===== src/rtl/core/phc_pkg.sv =====
// Shared types and constants for the packet header checker.
`timescale 1ns / 1ps
`default_nettype none

package phc_pkg;

    localparam int COUNT_W = 13;
    localparam logic [COUNT_W-1:0] HDR_LEN   = 13'd12;
    localparam logic [COUNT_W-1:0] COUNT_MAX = 13'h1FFF;
    localparam logic [COUNT_W-1:0] COUNT_INC = 13'd1;

    // Header byte positions
    localparam logic [3:0] POS_CHECKSUM = 4'd0;
    localparam logic [3:0] POS_TYPE_VER = 4'd1;
    localparam logic [3:0] POS_LEN_LO   = 4'd2;
    localparam logic [3:0] POS_LEN_HI   = 4'd3;
    localparam logic [3:0] POS_ID_0     = 4'd4;
    localparam logic [3:0] POS_ID_1     = 4'd5;
    localparam logic [3:0] POS_ID_2     = 4'd6;
    localparam logic [3:0] POS_ID_3     = 4'd7;
    localparam logic [3:0] POS_TIME_0   = 4'd8;
    localparam logic [3:0] POS_TIME_1   = 4'd9;
    localparam logic [3:0] POS_TIME_2   = 4'd10;
    localparam logic [3:0] POS_TIME_3   = 4'd11;

    localparam int TDATA_W = 104;
    localparam int TUSER_W = 2;

    typedef enum logic [1:0] {
        STATUS_OK        = 2'd0,
        STATUS_SHORT     = 2'd1,
        STATUS_LEN_ERR   = 2'd2,
        STATUS_CHECK_ERR = 2'd3
    } status_t;

    typedef struct packed {
        status_t           status;
        logic [3:0]        msg_kind;
        logic [3:0]        version;
        logic [3:0]        channel;
        logic [11:0]       declared_len;
        logic [31:0]       serial_id;
        logic [31:0]       send_time;
        logic [COUNT_W-1:0] total_length;
    } result_t;

endpackage

`default_nettype wire


===== src/rtl/core/phc_hdr_acc.sv =====
// Header byte capture, running checksum, byte count and status decision.
`timescale 1ns / 1ps
`default_nettype none

module phc_hdr_acc (
    input  wire logic             aclk,
    input  wire logic             aresetn,
    input  wire logic             accept,
    input  wire logic [7:0]       data_byte,
    input  wire logic             last_byte,
    output logic                  res_valid,
    output phc_pkg::result_t      res
);

    logic [phc_pkg::COUNT_W-1:0] count_reg, count_next, count_upd;
    logic [7:0]  sum_reg, sum_next, sum_upd;
    logic [7:0]  chk_reg, chk_next, chk_upd;
    logic [7:0]  tv_reg, tv_next, tv_upd;
    logic [15:0] lc_reg, lc_next, lc_upd;
    logic [31:0] id_reg, id_next, id_upd;
    logic [31:0] time_reg, time_next, time_upd;
    logic [3:0]  hdr_pos;
    logic        in_header;
    logic [phc_pkg::COUNT_W-1:0] excess;

    assign hdr_pos   = count_reg[3:0];
    assign in_header = count_reg < phc_pkg::HDR_LEN;

    // State after this byte, before the end-of-datagram clear
    always_comb begin
        count_upd = count_reg;
        sum_upd   = sum_reg;
        chk_upd   = chk_reg;
        tv_upd    = tv_reg;
        lc_upd    = lc_reg;
        id_upd    = id_reg;
        time_upd  = time_reg;
        if (in_header) begin
            if (hdr_pos != phc_pkg::POS_CHECKSUM) begin
                sum_upd = sum_reg + data_byte;
            end
            unique case (hdr_pos)
                phc_pkg::POS_CHECKSUM: chk_upd         = data_byte;
                phc_pkg::POS_TYPE_VER: tv_upd          = data_byte;
                phc_pkg::POS_LEN_LO:   lc_upd[7:0]     = data_byte;
                phc_pkg::POS_LEN_HI:   lc_upd[15:8]    = data_byte;
                phc_pkg::POS_ID_0:     id_upd[7:0]     = data_byte;
                phc_pkg::POS_ID_1:     id_upd[15:8]    = data_byte;
                phc_pkg::POS_ID_2:     id_upd[23:16]   = data_byte;
                phc_pkg::POS_ID_3:     id_upd[31:24]   = data_byte;
                phc_pkg::POS_TIME_0:   time_upd[7:0]   = data_byte;
                phc_pkg::POS_TIME_1:   time_upd[15:8]  = data_byte;
                phc_pkg::POS_TIME_2:   time_upd[23:16] = data_byte;
                phc_pkg::POS_TIME_3:   time_upd[31:24] = data_byte;
                default: ;
            endcase
        end
        if (count_reg != phc_pkg::COUNT_MAX) begin
            count_upd = count_reg + phc_pkg::COUNT_INC;
        end
    end

    always_comb begin
        count_next = count_reg;
        sum_next   = sum_reg;
        chk_next   = chk_reg;
        tv_next    = tv_reg;
        lc_next    = lc_reg;
        id_next    = id_reg;
        time_next  = time_reg;
        if (accept) begin
            if (last_byte) begin
                count_next = '0;
                sum_next   = '0;
                chk_next   = '0;
                tv_next    = '0;
                lc_next    = '0;
                id_next    = '0;
                time_next  = '0;
            end else begin
                count_next = count_upd;
                sum_next   = sum_upd;
                chk_next   = chk_upd;
                tv_next    = tv_upd;
                lc_next    = lc_upd;
                id_next    = id_upd;
                time_next  = time_upd;
            end
        end
    end

    always_ff @(posedge aclk) begin
        if (!aresetn) begin
            count_reg <= '0;
            sum_reg   <= '0;
            chk_reg   <= '0;
            tv_reg    <= '0;
            lc_reg    <= '0;
            id_reg    <= '0;
            time_reg  <= '0;
        end else begin
            count_reg <= count_next;
            sum_reg   <= sum_next;
            chk_reg   <= chk_next;
            tv_reg    <= tv_next;
            lc_reg    <= lc_next;
            id_reg    <= id_next;
            time_reg  <= time_next;
        end
    end

    assign excess = count_upd - phc_pkg::HDR_LEN;

    always_comb begin
        res_valid          = accept && last_byte;
        res.msg_kind       = tv_upd[7:4];
        res.version        = tv_upd[3:0];
        res.channel        = lc_upd[3:0];
        res.declared_len   = lc_upd[15:4];
        res.serial_id      = id_upd;
        res.send_time      = time_upd;
        res.total_length   = count_upd;
        // too short first, then length mismatch over bad checksum
        priority if (count_upd < phc_pkg::HDR_LEN) begin
            res.status = phc_pkg::STATUS_SHORT;
        end else if (excess != {1'b0, lc_upd[15:4]}) begin
            res.status = phc_pkg::STATUS_LEN_ERR;
        end else if (chk_upd != sum_upd) begin
            res.status = phc_pkg::STATUS_CHECK_ERR;
        end else begin
            res.status = phc_pkg::STATUS_OK;
        end
    end

endmodule

`default_nettype wire


===== src/rtl/core/phc_out_buf.sv =====
// Two-entry result register with skid slot between the decision logic and the master port.
`timescale 1ns / 1ps
`default_nettype none

module phc_out_buf (
    input  wire logic             aclk,
    input  wire logic             aresetn,
    input  wire logic             push,
    input  wire phc_pkg::result_t push_data,
    output logic                  space,
    output logic                  out_valid,
    input  wire logic             out_ready,
    output phc_pkg::result_t      out_data
);

    logic             main_valid_reg, main_valid_next;
    logic             skid_valid_reg, skid_valid_next;
    phc_pkg::result_t main_reg, main_next;
    phc_pkg::result_t skid_reg, skid_next;
    logic             pop;

    assign pop       = main_valid_reg && out_ready;
    assign space     = !skid_valid_reg;
    assign out_valid = main_valid_reg;
    assign out_data  = main_reg;

    always_comb begin
        main_valid_next = main_valid_reg;
        skid_valid_next = skid_valid_reg;
        main_next       = main_reg;
        skid_next       = skid_reg;
        if (skid_valid_reg) begin
            // no push possible while the skid slot is full
            if (pop) begin
                main_next       = skid_reg;
                skid_valid_next = 1'b0;
            end
        end else if (push) begin
            if (!main_valid_reg || pop) begin
                main_next       = push_data;
                main_valid_next = 1'b1;
            end else begin
                skid_next       = push_data;
                skid_valid_next = 1'b1;
            end
        end else if (pop) begin
            main_valid_next = 1'b0;
        end
    end

    always_ff @(posedge aclk) begin
        if (!aresetn) begin
            main_valid_reg <= 1'b0;
            skid_valid_reg <= 1'b0;
        end else begin
            main_valid_reg <= main_valid_next;
            skid_valid_reg <= skid_valid_next;
        end
        main_reg <= main_next;
        skid_reg <= skid_next;
    end

    a_skid_needs_main: assert property (@(posedge aclk) disable iff (!aresetn)
        skid_valid_reg |-> main_valid_reg)
        else $error("skid slot full with main slot empty");

    a_skid_fill_cause: assert property (@(posedge aclk) disable iff (!aresetn)
        $rose(skid_valid_reg) |-> $past(push && main_valid_reg && !out_ready))
        else $error("skid slot filled without a stalled result");

    a_hold_on_stall: assert property (@(posedge aclk) disable iff (!aresetn)
        (main_valid_reg && !out_ready) |=> (main_valid_reg && $stable(main_reg)))
        else $error("stalled result changed");

    a_no_push_when_full: assert property (@(posedge aclk) disable iff (!aresetn)
        skid_valid_reg |-> !push)
        else $error("result pushed into full buffer");

endmodule

`default_nettype wire


===== src/rtl/core/packet_header_checker_top.sv =====
// Top level of the packet header checker.
//
// Slave stream: one datagram byte per transaction in s_tdata[7:0], s_tlast on
// the final byte. Master stream: one transaction per datagram, issued after its
// last byte; m_tuser carries the status, m_tdata the unpacked header fields and
// the saturated total length.
// The result is registered in the output buffer's main slot, or in its skid slot
// while the main slot is stalled, after the transaction that carried the last byte.
// Throughput: one byte per cycle while s_tready is high, set by the header capture and
// byte-wide checksum add between the state registers and the result register.
// Reset (aresetn low, synchronous) clears the byte count, the running sum, the
// captured header and both result slots.
// A stalled receiver holds the current result; one more result fits in a skid
// slot, and s_tready drops only while both slots are full.
`timescale 1ns / 1ps
`default_nettype none

module packet_header_checker_top (
    input  wire logic                        aclk,
    input  wire logic                        aresetn,
    input  wire logic                        s_tvalid,
    output logic                             s_tready,
    input  wire logic [7:0]                  s_tdata,   // [7:0] data_byte
    input  wire logic                        s_tlast,
    output logic                             m_tvalid,
    input  wire logic                        m_tready,
    // [3:0] msg_kind, [7:4] version, [11:8] channel, [23:12] declared_len,
    // [55:24] serial_id, [87:56] send_time, [100:88] total_length, [103:101] zero
    output logic [phc_pkg::TDATA_W-1:0]      m_tdata,
    output logic [phc_pkg::TUSER_W-1:0]      m_tuser    // [1:0] status
);

    logic             accept;
    logic             res_valid;
    logic             space;
    phc_pkg::result_t res;
    phc_pkg::result_t out_res;

    assign s_tready = space;
    assign accept   = s_tvalid && space;

    phc_hdr_acc u_hdr_acc (
        .aclk      (aclk),
        .aresetn   (aresetn),
        .accept    (accept),
        .data_byte (s_tdata),
        .last_byte (s_tlast),
        .res_valid (res_valid),
        .res       (res)
    );

    phc_out_buf u_out_buf (
        .aclk      (aclk),
        .aresetn   (aresetn),
        .push      (res_valid),
        .push_data (res),
        .space     (space),
        .out_valid (m_tvalid),
        .out_ready (m_tready),
        .out_data  (out_res)
    );

    assign m_tuser = out_res.status;
    assign m_tdata = {3'b000,
                      out_res.total_length,
                      out_res.send_time,
                      out_res.serial_id,
                      out_res.declared_len,
                      out_res.channel,
                      out_res.version,
                      out_res.msg_kind};

endmodule

`default_nettype wire

===== config.mk =====
export PLATFORM = sky130hd
export DESIGN_NAME = packet_header_checker_top
export DESIGN_NICKNAME = d
export VERILOG_FILES = /design/src/rtl/core/phc_pkg.sv /design/src/rtl/core/phc_hdr_acc.sv /design/src/rtl/core/phc_out_buf.sv /design/src/rtl/core/packet_header_checker_top.sv
export SDC_FILE = /design/constraint.sdc
export NUM_CORES = 1
export LEC_CHECK = 0
export ABC_AREA = 1
export ABC_CLOCK_PERIOD_IN_PS = 11450
export BUFFER_PORTS_ARGS = -buffer_cell sky130_fd_sc_hd__buf_2
export CORE_MARGIN = 4
export CORE_UTILIZATION = 45
export DETAILED_ROUTE_END_ITERATION = 7
export GPL_ROUTABILITY_DRIVEN = 1
export PLACE_DENSITY = 0.65
export SLEW_MARGIN = 10
export SYNTH_ARGS = -nofsm -noshare
export SYNTH_HDL_FRONTEND = slang
export SYNTH_HIERARCHICAL = 1
export SYNTH_SLANG_ARGS = --single-unit

===== constraint.sdc =====
create_clock -name aclk -period 11.45 [get_ports aclk]
set_input_delay 2.29 -clock aclk [delete_from_list [all_inputs] [get_ports aclk]]
set_output_delay 2.29 -clock aclk [all_outputs]
set_load 0.01 [all_outputs]

# Word level (Yosys, flattened, before mapping)

Cells that the tools add are included.
Widths: inputs -> output; s select.

Add/subtract/negate cells: 3
$lt $le $gt $ge: 2
Equality and inequality tests: 16
Muxes and demuxes: 41
Bitwise logic cells: 2
Reductions and logical operators: 14

Operators by type and width:

| operator              | count |
|---|---|
| $mux 103              | 4 |
| $mux 8                | 19 |
| $mux 32               | 4 |
| $mux 16               | 2 |
| $lt 13x4->1 const B   | 2 |
| $mux 13               | 2 |
| $eq 4x3->1 const B    | 4 |
| $eq 4x4->1 const B    | 4 |
| $add 13x1->13 const B | 1 |
| $ne 13x12->1          | 1 |
| $ne 13x13->1 const B  | 1 |
| $sub 13x4->13 const B | 1 |
| $reduce_and 3->1      | 3 |
| $add 8x8->8           | 1 |
| $eq 4x2->1 const B    | 2 |
| $ne 8x8->1            | 1 |
| $mux 1                | 7 |
| $mux 2                | 3 |
| $reduce_bool 2->1     | 3 |
| $eq 4x1->1 const B    | 1 |
| $logic_not 4->1       | 1 |
| $reduce_bool 4->1     | 1 |
| $logic_and 1x1->1     | 3 |
| $logic_not 1->1       | 2 |
| other kinds (4)       | 5 |

Flip-flop bits (word level): 325
Logic and storage cells: 103

# Depth between registers and ports, before layout

Gate-level depths: netlist of the first run.

Depth in word-level cells: 10
Gate-level depth with buffers: 22
Depth with buffers taken out: 21

# By module

The synthesis of the first run kept the hierarchy.

By module, submodules not included:

| module                    | times used | cells an instance | area an instance (sq um) | sequential area each (sq um) |
|---|---|---|---|---|
| phc_out_buf               | 1          | 559               | 7624.8                   | 6226.0 |
| phc_hdr_acc               | 1          | 1232              | 7574.8                   | 2342.2 |
| packet_header_checker_top | 1          | 6                 | 33.8                     | 0.0 |

# Least setup slack after synthesis of the first run

Ideal clock, no wire load.

Kind: in2reg
From: input s_tvalid
To: register u_out_buf/skid_reg[0] in the netlist's numbering, enable pin
Setup time: 0.691 ns
Data arrival time: 9.512 ns
Setup slack: 1.248 ns
Stages: 6
Path buffers: 0
Cell sequence: nand2_1 -> inv_1 -> nand2_1 -> inv_1 -> inv_1 -> nor3_1

Cells in the longest elaborated chain, start to end: 3

Ends and longest elaborated chain:

| element                           | RTL line                        | RTL |
|---|---|---|
| start: declaration                | packet_header_checker_top.sv:21 | `input wire logic s_tvalid,` |
| $logic_and 1x1->1                 | packet_header_checker_top.sv:40 | `assign accept = s_tvalid && space;` |
| via accept                        | packet_header_checker_top.sv:33 | `logic accept;` |
| $logic_and 1x1->1                 | phc_hdr_acc.sv:115              | `res_valid = accept && last_byte;` |
| via res_valid                     | packet_header_checker_top.sv:34 | `logic res_valid;` |
| $reduce_and 3->1 (no source line) | n/a                             |  |
| end signal: assignment            | phc_out_buf.sv:60               | `skid_reg <= skid_next;` |
| end: declaration                  | phc_out_buf.sv:19               | `phc_pkg::result_t skid_reg, skid_next;` |

The timed path passes the listed nets, and every way through them passes these cells.
A chain may end at the register's enable or synchronous reset.

# Worst setup path in the final report of the first run

From: input s_tvalid
To: register u_hdr_acc.time_reg[4]

Cells in the longest elaborated chain, start to end: 1

Ends and longest elaborated chain:

| element                | RTL line                        | RTL |
|---|---|---|
| $logic_and 1x1->1      | packet_header_checker_top.sv:40 |  |
| via accept             | packet_header_checker_top.sv:33 |  |
| end signal: assignment | phc_hdr_acc.sv:108              | `time_reg <= time_next;` |
| end: declaration       | phc_hdr_acc.sv:21               | `logic [31:0] time_reg, time_next, time_upd;` |

The timed path passes the listed nets, and every way through them passes these cells.

==> results.py, run 1 <==
metrics = {
    "setup_path": {
        "cpLargestDelayFamily": "buffers and inverters",
        "start_kind": "primary input",
        "worstSetupEndpointType": "flop",
        "crit_arrival_ns": 4.86,
        "crit_buf_inv": 5,
        "crit_chain": "buf_2, nand2_1, inv_1, clkinv_2, nor2_4, buf_4, buf_4, nand2_1, a21oi_1",
        "crit_fanout": 69,
        "cp.required_ns": 11.88,
        "cpPeakStageDelay_ns": 0.70,
        "cpMaxStageDelayCell": "buf_4",
        "critPathKind": "primary input to flop",
    },
    "logic_synthesis": {
        "netlist_top_cells_area": "edfxtp_1 41%, nand2_1 19%, dfxtp_1 16%, a21oi_1 4.2%, inv_1 3.9%",
        "syn_area_um2": 15200,
        "async_flop_share_pct": 0,
        "yosysMostFrequentCell": "nand2_1",
        "synth_top_area_share_pct": 40.6,
        "synthTopCellsByCount": "790 x nand2_1, 206 x edfxtp_1, 157 x inv_1, 128 x a21oi_1, 119 x dfxtp_1",
        "synth-seq-area-share_pct": 56.2,
        "synth.largest_area_cell": "edfxtp_1",
        "synth_edf_count": 206,
        "syn_inst": 1797,
        "ys_types": 38,
        "syn_avg_cell_area_um2": 8.48,
        "synth-seq-cells": 325,
        "ys_warn_count": 6,
        "ys.flop_type": "edfxtp_1",
    },
    "clock_network": {
        "root_buffer": "clkbuf_16",
        "htree_levels": 2,
        "numCtsBuffers": 36,
        "cts_resized": 0,
        "clkSinkCount": 325,
        "post_cts_buffers": 0,
        "clockBufferDepth": 3,
        "hold_buffers": 0,
        "clk_pin_slew_ns": 0.06,
        "clock_latency_ns": 0.53,
        "cts_tree": "built",
    },
    "placement": {
        "place.gp.congestion": 0.879,
        "port_buffers": 117,
        "dp.final_hpwl_um": 23300,
        "dp_cells": 2281,
    },
    "routing": {
        "drt_wl_total_um": 36800,
        "drt-met1-wl_um": 16900,
        "drtAntennaViolNets": 0,
        "maxUsedRoutingLayer": "met4",
        "dr_total_vias": 11800,
        "post_drt_wl_per_cell_um": 15.7,
        "viasPerCell": 5.03,
        "dr_wl_met3_um": 2150,
        "wl_met2_um": 16800,
        "drc": 0,
        "drt-pass1-iter-count": 5,
        "dr.first_iter.drc_count": 1019,
    },
    "layout": {
        "final_layout_size_suffix_gt1_share_pct": 12.2,
        "layout-area-overhead-vs-synth_pct": 12.4,
        "fin_util_pct": 51.2,
        "num_antenna_cells": 0,
        "fin_nets": 1897,
        "final_cell_count_no_fill": 2347,
    },
    "grt": {
        "grt_max_degree": 72,
        "grt_pass1_wl_um": 57700,
        "grt_remaining_overflow": 0,
        "grt_pass1_vias": 10800,
        "grt_usage_pct": 19.5,
        "antenna_found_initial": 0,
    },
    "timing": {
        "relSlewSlack_pct": 43.4,
        "drv_slew": 0,
        "rsz0062_at_grt": "no",
        "finalHoldViolCount": 0,
        "final.min_clock_period_ns": 4.42,
        "worst_pin_slew_ns": 0.849,
        "final.period_utilization_pct": 38.6,
        "fmax_mhz": 226,
        "fin_worst_skew_ns": 0.0154,
        "tns_ns": 0,
        "setup_viol": 0,
        "fin_hold_ws_ns": 0.461,
    },
    "power": {
        "power_density_nw_per_um2": 149,
        "p_leak_uw": 0.00745,
        "peakVddDrop_v": 0.000101,
    },
    "floorplan": {
        "start_util_pct": 45.5,
        "ios": 121,
        "die_x_um": 192,
        "die_area_um2": 36900,
        "die_h_um": 192,
        "fp-row-count": 67,
        "core_um2": 33400,
    },
    "run": {
        "maxCapViolations": 0,
    },
    "run_status": {
        "outcome": "complete, no violations",
    },
    "worst_hold_path": {
        "hp-class": "flop to flop",
    },
}
area by class of cell:
class | instances | area, µm²
fillers | 3158 | 16300
repair buffers | 127 | 661
multi-input cells | 1215 | 5530
well taps | 448 | 561
inverters | 166 | 631
flip-flops and latches | 325 | 8570
clock buffers | 43 | 937
clock inverters | 23 | 228
layer usage:
metal	up-vias	track usage, %
met5	-	0
met4	0	5.81
met3	58	2.87
met2	323	31.2
met1	5513	27.6
li1	5902	-
metrics by stage:
stage          area [µm²]  total power, µW  worst slack [ns]
6_report            17100             2540              7.03
3_5_place_dp        16000             1430              6.50
4_1_cts             17100             2570              7.01
3_3_place_gp        16000             1430              6.51
5_1_grt             17100             2630              6.81
2_1_floorplan       15200             1390              1.25
where the power goes:
part | total, µW | internal [µW] | switching [µW]
registers | 1270 | 1270 | 8.81
clock network | 1140 | 661 | 475
logic | 132 | 33.6 | 98.8
total | 2540 | 1960 | 583
cells by family after synthesis:
logic type	after synthesis	share of synthesized area [%]
buffers and inverters	259	7.65
XOR/XNOR	5	0.288
AO/OA/AOI/OAI	200	6.65
flip-flops	325	56.2
adder cells (fa/ha/maj)	13	1.12
other	1	0.0246
multiplexers	30	1.97
AND/OR/NAND/NOR	964	26.1
worst paths after layout:
check | startpoint | depth (start not counted) | end | slack [ns]
min | u_hdr_acc/time_reg[0] | 2 | u_hdr_acc/time_reg[0] | 0.46
min reg2reg | u_hdr_acc/time_reg[0] | 2 | u_hdr_acc/time_reg[0] | 0.46
max reg2reg | u_hdr_acc/count_reg[0] | 19 | u_out_buf/out_data[102] | 7.70
max | s_tvalid | 9 | u_hdr_acc/time_reg[4] | 7.03
tightest hold or removal path: stages (launching register included):
cell	delay, ns
dfxtp_1	0.30
nand2_1	0.06
a21oi_1	0.05
cells in the final DEF (no fill, tap or decap), drive strengths merged:
cell / count
nand2: 797
edfxtp: 206
inv: 167
a21oi: 128
buf: 127
dfxtp: 119
nor2: 70
o21ai: 69
nand3: 66
clkbuf: 43
mux2i: 30
clkinv: 16
nand4: 12
ha: 12
nor3: 12
nand3b: 4
conb: 3
clkinvlp: 3
bufinv: 3
xor2: 3
or2: 3
xnor2: 2
o21bai: 1
o21a: 1
a2111oi: 1
fa: 1
No activity file was read; power rests on OpenSTA's default activity.
==> run 2: changes to the inputs <==
--- a/config.mk
+++ b/config.mk
@@ -6,13 +6,13 @@
 export NUM_CORES = 1
 export LEC_CHECK = 0
 export ABC_AREA = 1
-export ABC_CLOCK_PERIOD_IN_PS = 11450
+export ABC_CLOCK_PERIOD_IN_PS = 3900
 export BUFFER_PORTS_ARGS = -buffer_cell sky130_fd_sc_hd__buf_2
 export CORE_MARGIN = 4
 export CORE_UTILIZATION = 45
 export DETAILED_ROUTE_END_ITERATION = 7
 export GPL_ROUTABILITY_DRIVEN = 1
-export PLACE_DENSITY = 0.65
+export PLACE_DENSITY = 0.67
 export SLEW_MARGIN = 10
 export SYNTH_ARGS = -nofsm -noshare
 export SYNTH_HDL_FRONTEND = slang
==> constraint.sdc (replaced) <==
create_clock -name aclk -period 3.9 [get_ports aclk]
set_input_delay 0.78 -clock aclk [delete_from_list [all_inputs] [get_ports aclk]]
set_output_delay 0.78 -clock aclk [all_outputs]
set_load 0.01 [all_outputs]
==> run 2 against run 1 <==
  * Non-clock buffer count up 10
  * First-iteration DRC count up 1.4%
  * Routed wire length increased by 2.7%
  * Utilization grew 0.39 points
  * Via count is 0.34% higher
  * Die area stayed put
  * Sequential power grew to 2.9 times the previous value
  * Critical path depth up 10
  * Final cell count up 0.47%
==> results.py, run 2 (synthesized netlist as in run 1, its figures left out) <==
metrics = {
    "floorplan": {
        "start_util_pct": 45.5,
        "die_x_um": 192,
        "fp-row-count": 67,
        "ios": 121,
        "die_area_um2": 36900,
        "die_h_um": 192,
        "core_um2": 33400,
    },
    "clock_network": {
        "cts_resized": 0,
        "clkSinkCount": 325,
        "post_cts_buffers": 0,
        "clock_latency_ns": 0.53,
        "cts_tree": "built",
        "clk_pin_slew_ns": 0.06,
        "numCtsBuffers": 37,
        "root_buffer": "clkbuf_16",
        "hold_buffers": 0,
        "clockBufferDepth": 3,
        "htree_levels": 2,
    },
    "layout": {
        "final_layout_size_suffix_gt1_share_pct": 12.5,
        "seqCellArea_um2": 8570,
        "mostFrequentLayoutCell": "nand2_1",
        "final_cell_mix": "789 x nand2_1, 206 x edfxtp_1, 155 x inv_1, 128 x a21oi_1, 118 x dfxtp_1",
        "num_antenna_cells": 0,
        "final_cell_count_no_fill": 2358,
        "fin_nets": 1908,
        "fin_area_um2": 17200,
        "multiInputGateArea_um2": 5540,
        "layout-area-overhead-vs-synth_pct": 13.2,
        "num-fill-cells": 3137,
    },
    "run_status": {
        "outcome": "complete, no violations",
    },
    "placement": {
        "dp.final_hpwl_um": 24500,
        "port_buffers": 117,
        "place.gp.congestion": 0.915,
        "dp_cells": 2291,
        "post-place-ws_ns": 0.602,
        "placedInstanceArea_um2": 16100,
    },
    "grt": {
        "grt_pass1_vias": 11000,
        "grt_max_degree": 118,
        "grt_pass1_wl_um": 59400,
        "antenna_found_initial": 0,
        "grt_usage_pct": 20.3,
        "grt_remaining_overflow": 0,
    },
    "timing": {
        "worst_pin_slew_ns": 0.866,
        "final.period_utilization_pct": 85.1,
        "fin_worst_skew_ns": 0.0195,
        "final.min_clock_period_ns": 3.32,
        "fin_hold_ws_ns": 0.461,
        "finalHoldViolCount": 0,
        "fmax_mhz": 301,
        "rsz0062_at_grt": "no",
        "drv_slew": 0,
        "worst_slack_ns": 0.580,
        "setup_viol": 0,
        "relSlewSlack_pct": 42.3,
    },
    "run": {
        "maxCapViolations": 0,
    },
    "routing": {
        "post_drt_wl_per_cell_um": 16.0,
        "drt-pass1-iter-count": 6,
        "drc": 0,
        "drtAntennaViolNets": 0,
        "dr.first_iter.drc_count": 1033,
        "drt_wl_total_um": 37800,
        "viasPerCell": 5.02,
        "dr_total_vias": 11800,
    },
    "setup_path": {
        "reg2reg_from": "u_hdr_acc/count_reg[0]",
        "critPathKind": "flop to flop",
        "worstSetupEndpointType": "flop",
        "crit_arrival_ns": 3.60,
        "crit_start": "u_hdr_acc/count_reg[0]",
        "crit_fanout": 15,
        "cp.required_ns": 4.18,
        "start_kind": "flop",
    },
    "power": {
        "p_sw_share_pct": 22.4,
        "p_total_uw": 7450,
        "pwr-share-clk_pct": 44.3,
        "pwr-share-comb_pct": 5.5,
        "p_leak_uw": 0.00750,
        "p_switching_uw": 1670,
        "peakVddDrop_v": 0.000261,
        "p_int_uw": 5780,
        "power_density_nw_per_um2": 432,
        "p_seq_share_pct": 50.2,
    },
    "worst_hold_path": {
        "hp-start": "u_hdr_acc/id_reg[16]",
        "hp-class": "flop to flop",
    },
}
==> run 2: cell count changes in the layout (fill, tap and decap cells not counted), sizes merged <==
cell / change
clkinv: -7
inv: -3
clkbuf: +13
buf: +10
bufinv: -2
==> run 2: area by class of cell <==
cell class / count / area share [%]
sequential: 325 / 49.7
multi-input combinational: 1215 / 32.1
clock buffer: 56 / 6.14
timing repair buffer: 137 / 4.56
inverter: 166 / 3.66
tap: 448 / 3.25
clock inverter: 11 / 0.566
==> run 2: per-layer routing <==
layer / part of all wire [%] / track usage [%] / vias to the layer above
met5: 0 / 0 / -
met4: 2.4 / 6.06 / 0
met3: 5.0 / 2.89 / 59
met2: 46 / 32.6 / 339
met1: 47 / 28.7 / 5518
li1: - / - / 5920
==> run 2: metrics by stage <==
stage	util [%]	TNS, ns
finish	51.6	0
global route	51.6	0
CTS	51.6	0
detailed placement	48.1	0
global placement	48.1	0
floorplan	-	-3.69
==> run 2: critical path: stages (launching register included) <==
cell and delay [ns]:
dfxtp_1 0.51, ha_1 0.42, nand3_1 0.19, nor2_1 0.17, nand2_2 0.25, nand2_1 0.31, ha_1 0.21, inv_1 0.06
nand3_1 0.09, nor2_1 0.07, nand2_1 0.13, nor2_1 0.06, nand3_1 0.06, nand2_1 0.05, nor2_1 0.14, nand3_1 0.09
nor2_1 0.08, nor2_1 0.06, nand2_1 0.08, nand2_1 0.05
==> run 2: power groups by stage <==
stage	Sequential (µW)	Clock, µW	Combinational [µW]
final	3740	3300	410
after floorplan	3840	0	229
after global routing	3740	3510	454
after detailed placement	3810	0	412
after global placement	3810	0	409
after CTS	3740	3370	414
==> run 2: final timing paths <==
check | to | slack [ns] | cells past startpoint
worst max-delay path | u_out_buf/out_data[102] | 0.58 | 19
worst min-delay path | u_hdr_acc/id_reg[16] | 0.46 | 2
worst max register to register | u_out_buf/out_data[102] | 0.58 | 19
worst min register to register | u_hdr_acc/id_reg[16] | 0.46 | 2
==> run 3: changes to the inputs <==
--- a/config.mk
+++ b/config.mk
@@ -12,7 +12,7 @@
 export CORE_UTILIZATION = 45
 export DETAILED_ROUTE_END_ITERATION = 7
 export GPL_ROUTABILITY_DRIVEN = 1
-export PLACE_DENSITY = 0.67
+export PLACE_DENSITY_LB_ADDON = 0.15
 export SLEW_MARGIN = 10
 export SYNTH_ARGS = -nofsm -noshare
 export SYNTH_HDL_FRONTEND = slang
==> run 3 against run 2 <==
  * Clock-buffer cell count shrank 5
  * Hold slack improved by 0.0017 ns
  * Register-to-register slack worse by 0.04 ns
  * Worst setup slack got worse by 0.045 ns
  * Sequential power hardly changed
  * Routed wire length grew 1.3%
  * Design area shrank 0.20%
  * Critical path type unchanged
  * Critical endpoint unchanged
  * Largest power group unchanged
==> results.py, run 3 (synthesized netlist as in run 1, its figures left out) <==
metrics = {
    "power": {
        "peakVddDrop_v": 0.000403,
        "p_leak_uw": 0.00750,
        "power_density_nw_per_um2": 426,
    },
    "clock_network": {
        "post_cts_buffers": 0,
        "root_buffer": "clkbuf_16",
        "numCtsBuffers": 36,
        "hold_buffers": 0,
        "clk_pin_slew_ns": 0.06,
        "clock_latency_ns": 0.51,
        "cts_resized": 0,
        "cts_tree": "built",
        "clkSinkCount": 325,
        "htree_levels": 2,
        "clockBufferDepth": 3,
    },
    "layout": {
        "fin_area_um2": 17200,
        "fin_nets": 1907,
        "layout-area-overhead-vs-synth_pct": 13.0,
        "final_cell_mix": "789 x nand2_1, 206 x edfxtp_1, 155 x inv_1, 128 x a21oi_1, 118 x dfxtp_1",
        "final_layout_size_suffix_gt1_share_pct": 12.6,
        "fin_util_pct": 51.5,
        "mostFrequentLayoutCell": "nand2_1",
        "num_antenna_cells": 0,
    },
    "placement": {
        "port_buffers": 117,
        "placedInstanceArea_um2": 16100,
        "dp.final_hpwl_um": 24600,
        "place.gp.congestion": 0.897,
    },
    "routing": {
        "dr.first_iter.drc_count": 1038,
        "drtAntennaViolNets": 0,
        "viasPerCell": 4.97,
        "drt-pass1-iter-count": 5,
        "drc": 0,
        "dr_total_vias": 11700,
        "post_drt_wl_per_cell_um": 16.2,
        "drt_wl_total_um": 38300,
    },
    "worst_hold_path": {
        "hp-class": "flop to flop",
        "whs_path_depth": 2,
    },
    "run": {
        "maxCapViolations": 0,
    },
    "timing": {
        "rsz0062_at_grt": "no",
        "relSlewSlack_pct": 27.2,
        "fin_worst_skew_ns": 0.0112,
        "tns_ns": 0,
        "final.min_clock_period_ns": 3.36,
        "worst_pin_slew_ns": 1.09,
        "finalHoldViolCount": 0,
        "final.period_utilization_pct": 86.3,
        "setup_viol": 0,
        "fmax_mhz": 297,
        "drv_slew": 0,
    },
    "setup_path": {
        "start_kind": "flop",
        "cpMaxStageDelayCell": "dfxtp_1",
        "cpMostUsedCell": "nand2_1",
        "cp.required_ns": 4.17,
        "crit_chain": "ha_1, nand3_1, nor2_1, nand2_2, nand2_1, ha_1, inv_1, nand3_1, nor2_1, nand2_1, nand2_1, nand2_1, nand4_1, nor2_1, nand3_1, nor2_1, nor2_1, nand2_1, nand2_1",
        "worstSetupEndpointType": "flop",
        "crit_arrival_ns": 3.63,
        "reg2reg_depth": 19,
        "cpPeakStageDelay_ns": 0.52,
        "crit_fanout": 15,
        "critPathKind": "flop to flop",
    },
    "grt": {
        "grt_pass1_wl_um": 61400,
        "grt_remaining_overflow": 0,
        "grt_pass1_vias": 11300,
        "antenna_found_initial": 0,
        "grt_max_degree": 118,
        "grt_usage_pct": 21.0,
    },
    "floorplan": {
        "core_um2": 33400,
        "start_util_pct": 45.5,
        "die_x_um": 192,
        "die_h_um": 192,
        "ios": 121,
        "die_area_um2": 36900,
        "fp-row-count": 67,
    },
    "run_status": {
        "outcome": "complete, no violations",
    },
}
[run 3: cell types whose count changed in the layout (fill, tap and decap cells not counted), sizes merged]
cell      before  now
clkinv         9   13
clkbuf        56   51
inv          164  166
clkinvlp       3    0
[run 3: final cells by class]
type                    count  area, µm²
inverters                 166        631
multi-input cells        1215       5540
clock inverters            14        110
repair buffers            137        811
fillers                  3188      16200
flip-flops and latches    325       8570
clock buffers              51        987
well taps                 448        561
[run 3: path summary, 6_finish.rpt]
kind | from | slack [ns] | end
worst max-delay path | u_hdr_acc/count_reg[0] | 0.54 | u_out_buf/out_data[102]
worst min-delay path | u_hdr_acc/time_reg[24] | 0.46 | u_hdr_acc/time_reg[24]
worst max register to register | u_hdr_acc/count_reg[0] | 0.54 | u_out_buf/out_data[102]
worst min register to register | u_hdr_acc/time_reg[24] | 0.46 | u_hdr_acc/time_reg[24]
[run 3: per-stage QoR]
| stage | hold slack, ns | setup slack, ns | instances | total power (µW) |
|---|---|---|---|---|
| detailed placement | 0.453 | 0.553 | 2291 | 4230 |
| finish | 0.462 | 0.535 | 2356 | 7330 |
| CTS | 0.462 | 0.548 | 2356 | 7420 |
| global route | 0.480 | 0.178 | 2356 | 7610 |
| global placement | 0.448 | 0.644 | 2291 | 4220 |
| floorplan | 0.442 | -0.0359 | 1799 | 4070 |
[run 3: per-layer routing]
layer	global-route usage, %	up-vias	part of all wire (%)
met3	3.73	52	5.7
li1	-	5927	-
met5	0	-	0
met4	4.96	0	1.7
met1	29.8	5433	47
met2	33.7	299	46
[run 3: where the power goes]
part           internal, µW  switching, µW  leakage, µW
clock network          1840           1340     0.000542
registers              3710           22.9      0.00281
logic                   113            302      0.00414
total                  5670           1660      0.00750
[run 3: critical path: cells and delay by family (launching register included)]
| kind | cells | cell delay, ns |
|---|---|---|
| and+or+nand+nor | 16 | 1.93 |
| adders and majority gates | 2 | 0.61 |
| DFF | 1 | 0.52 |
| buffers and inverters | 1 | 0.07 |
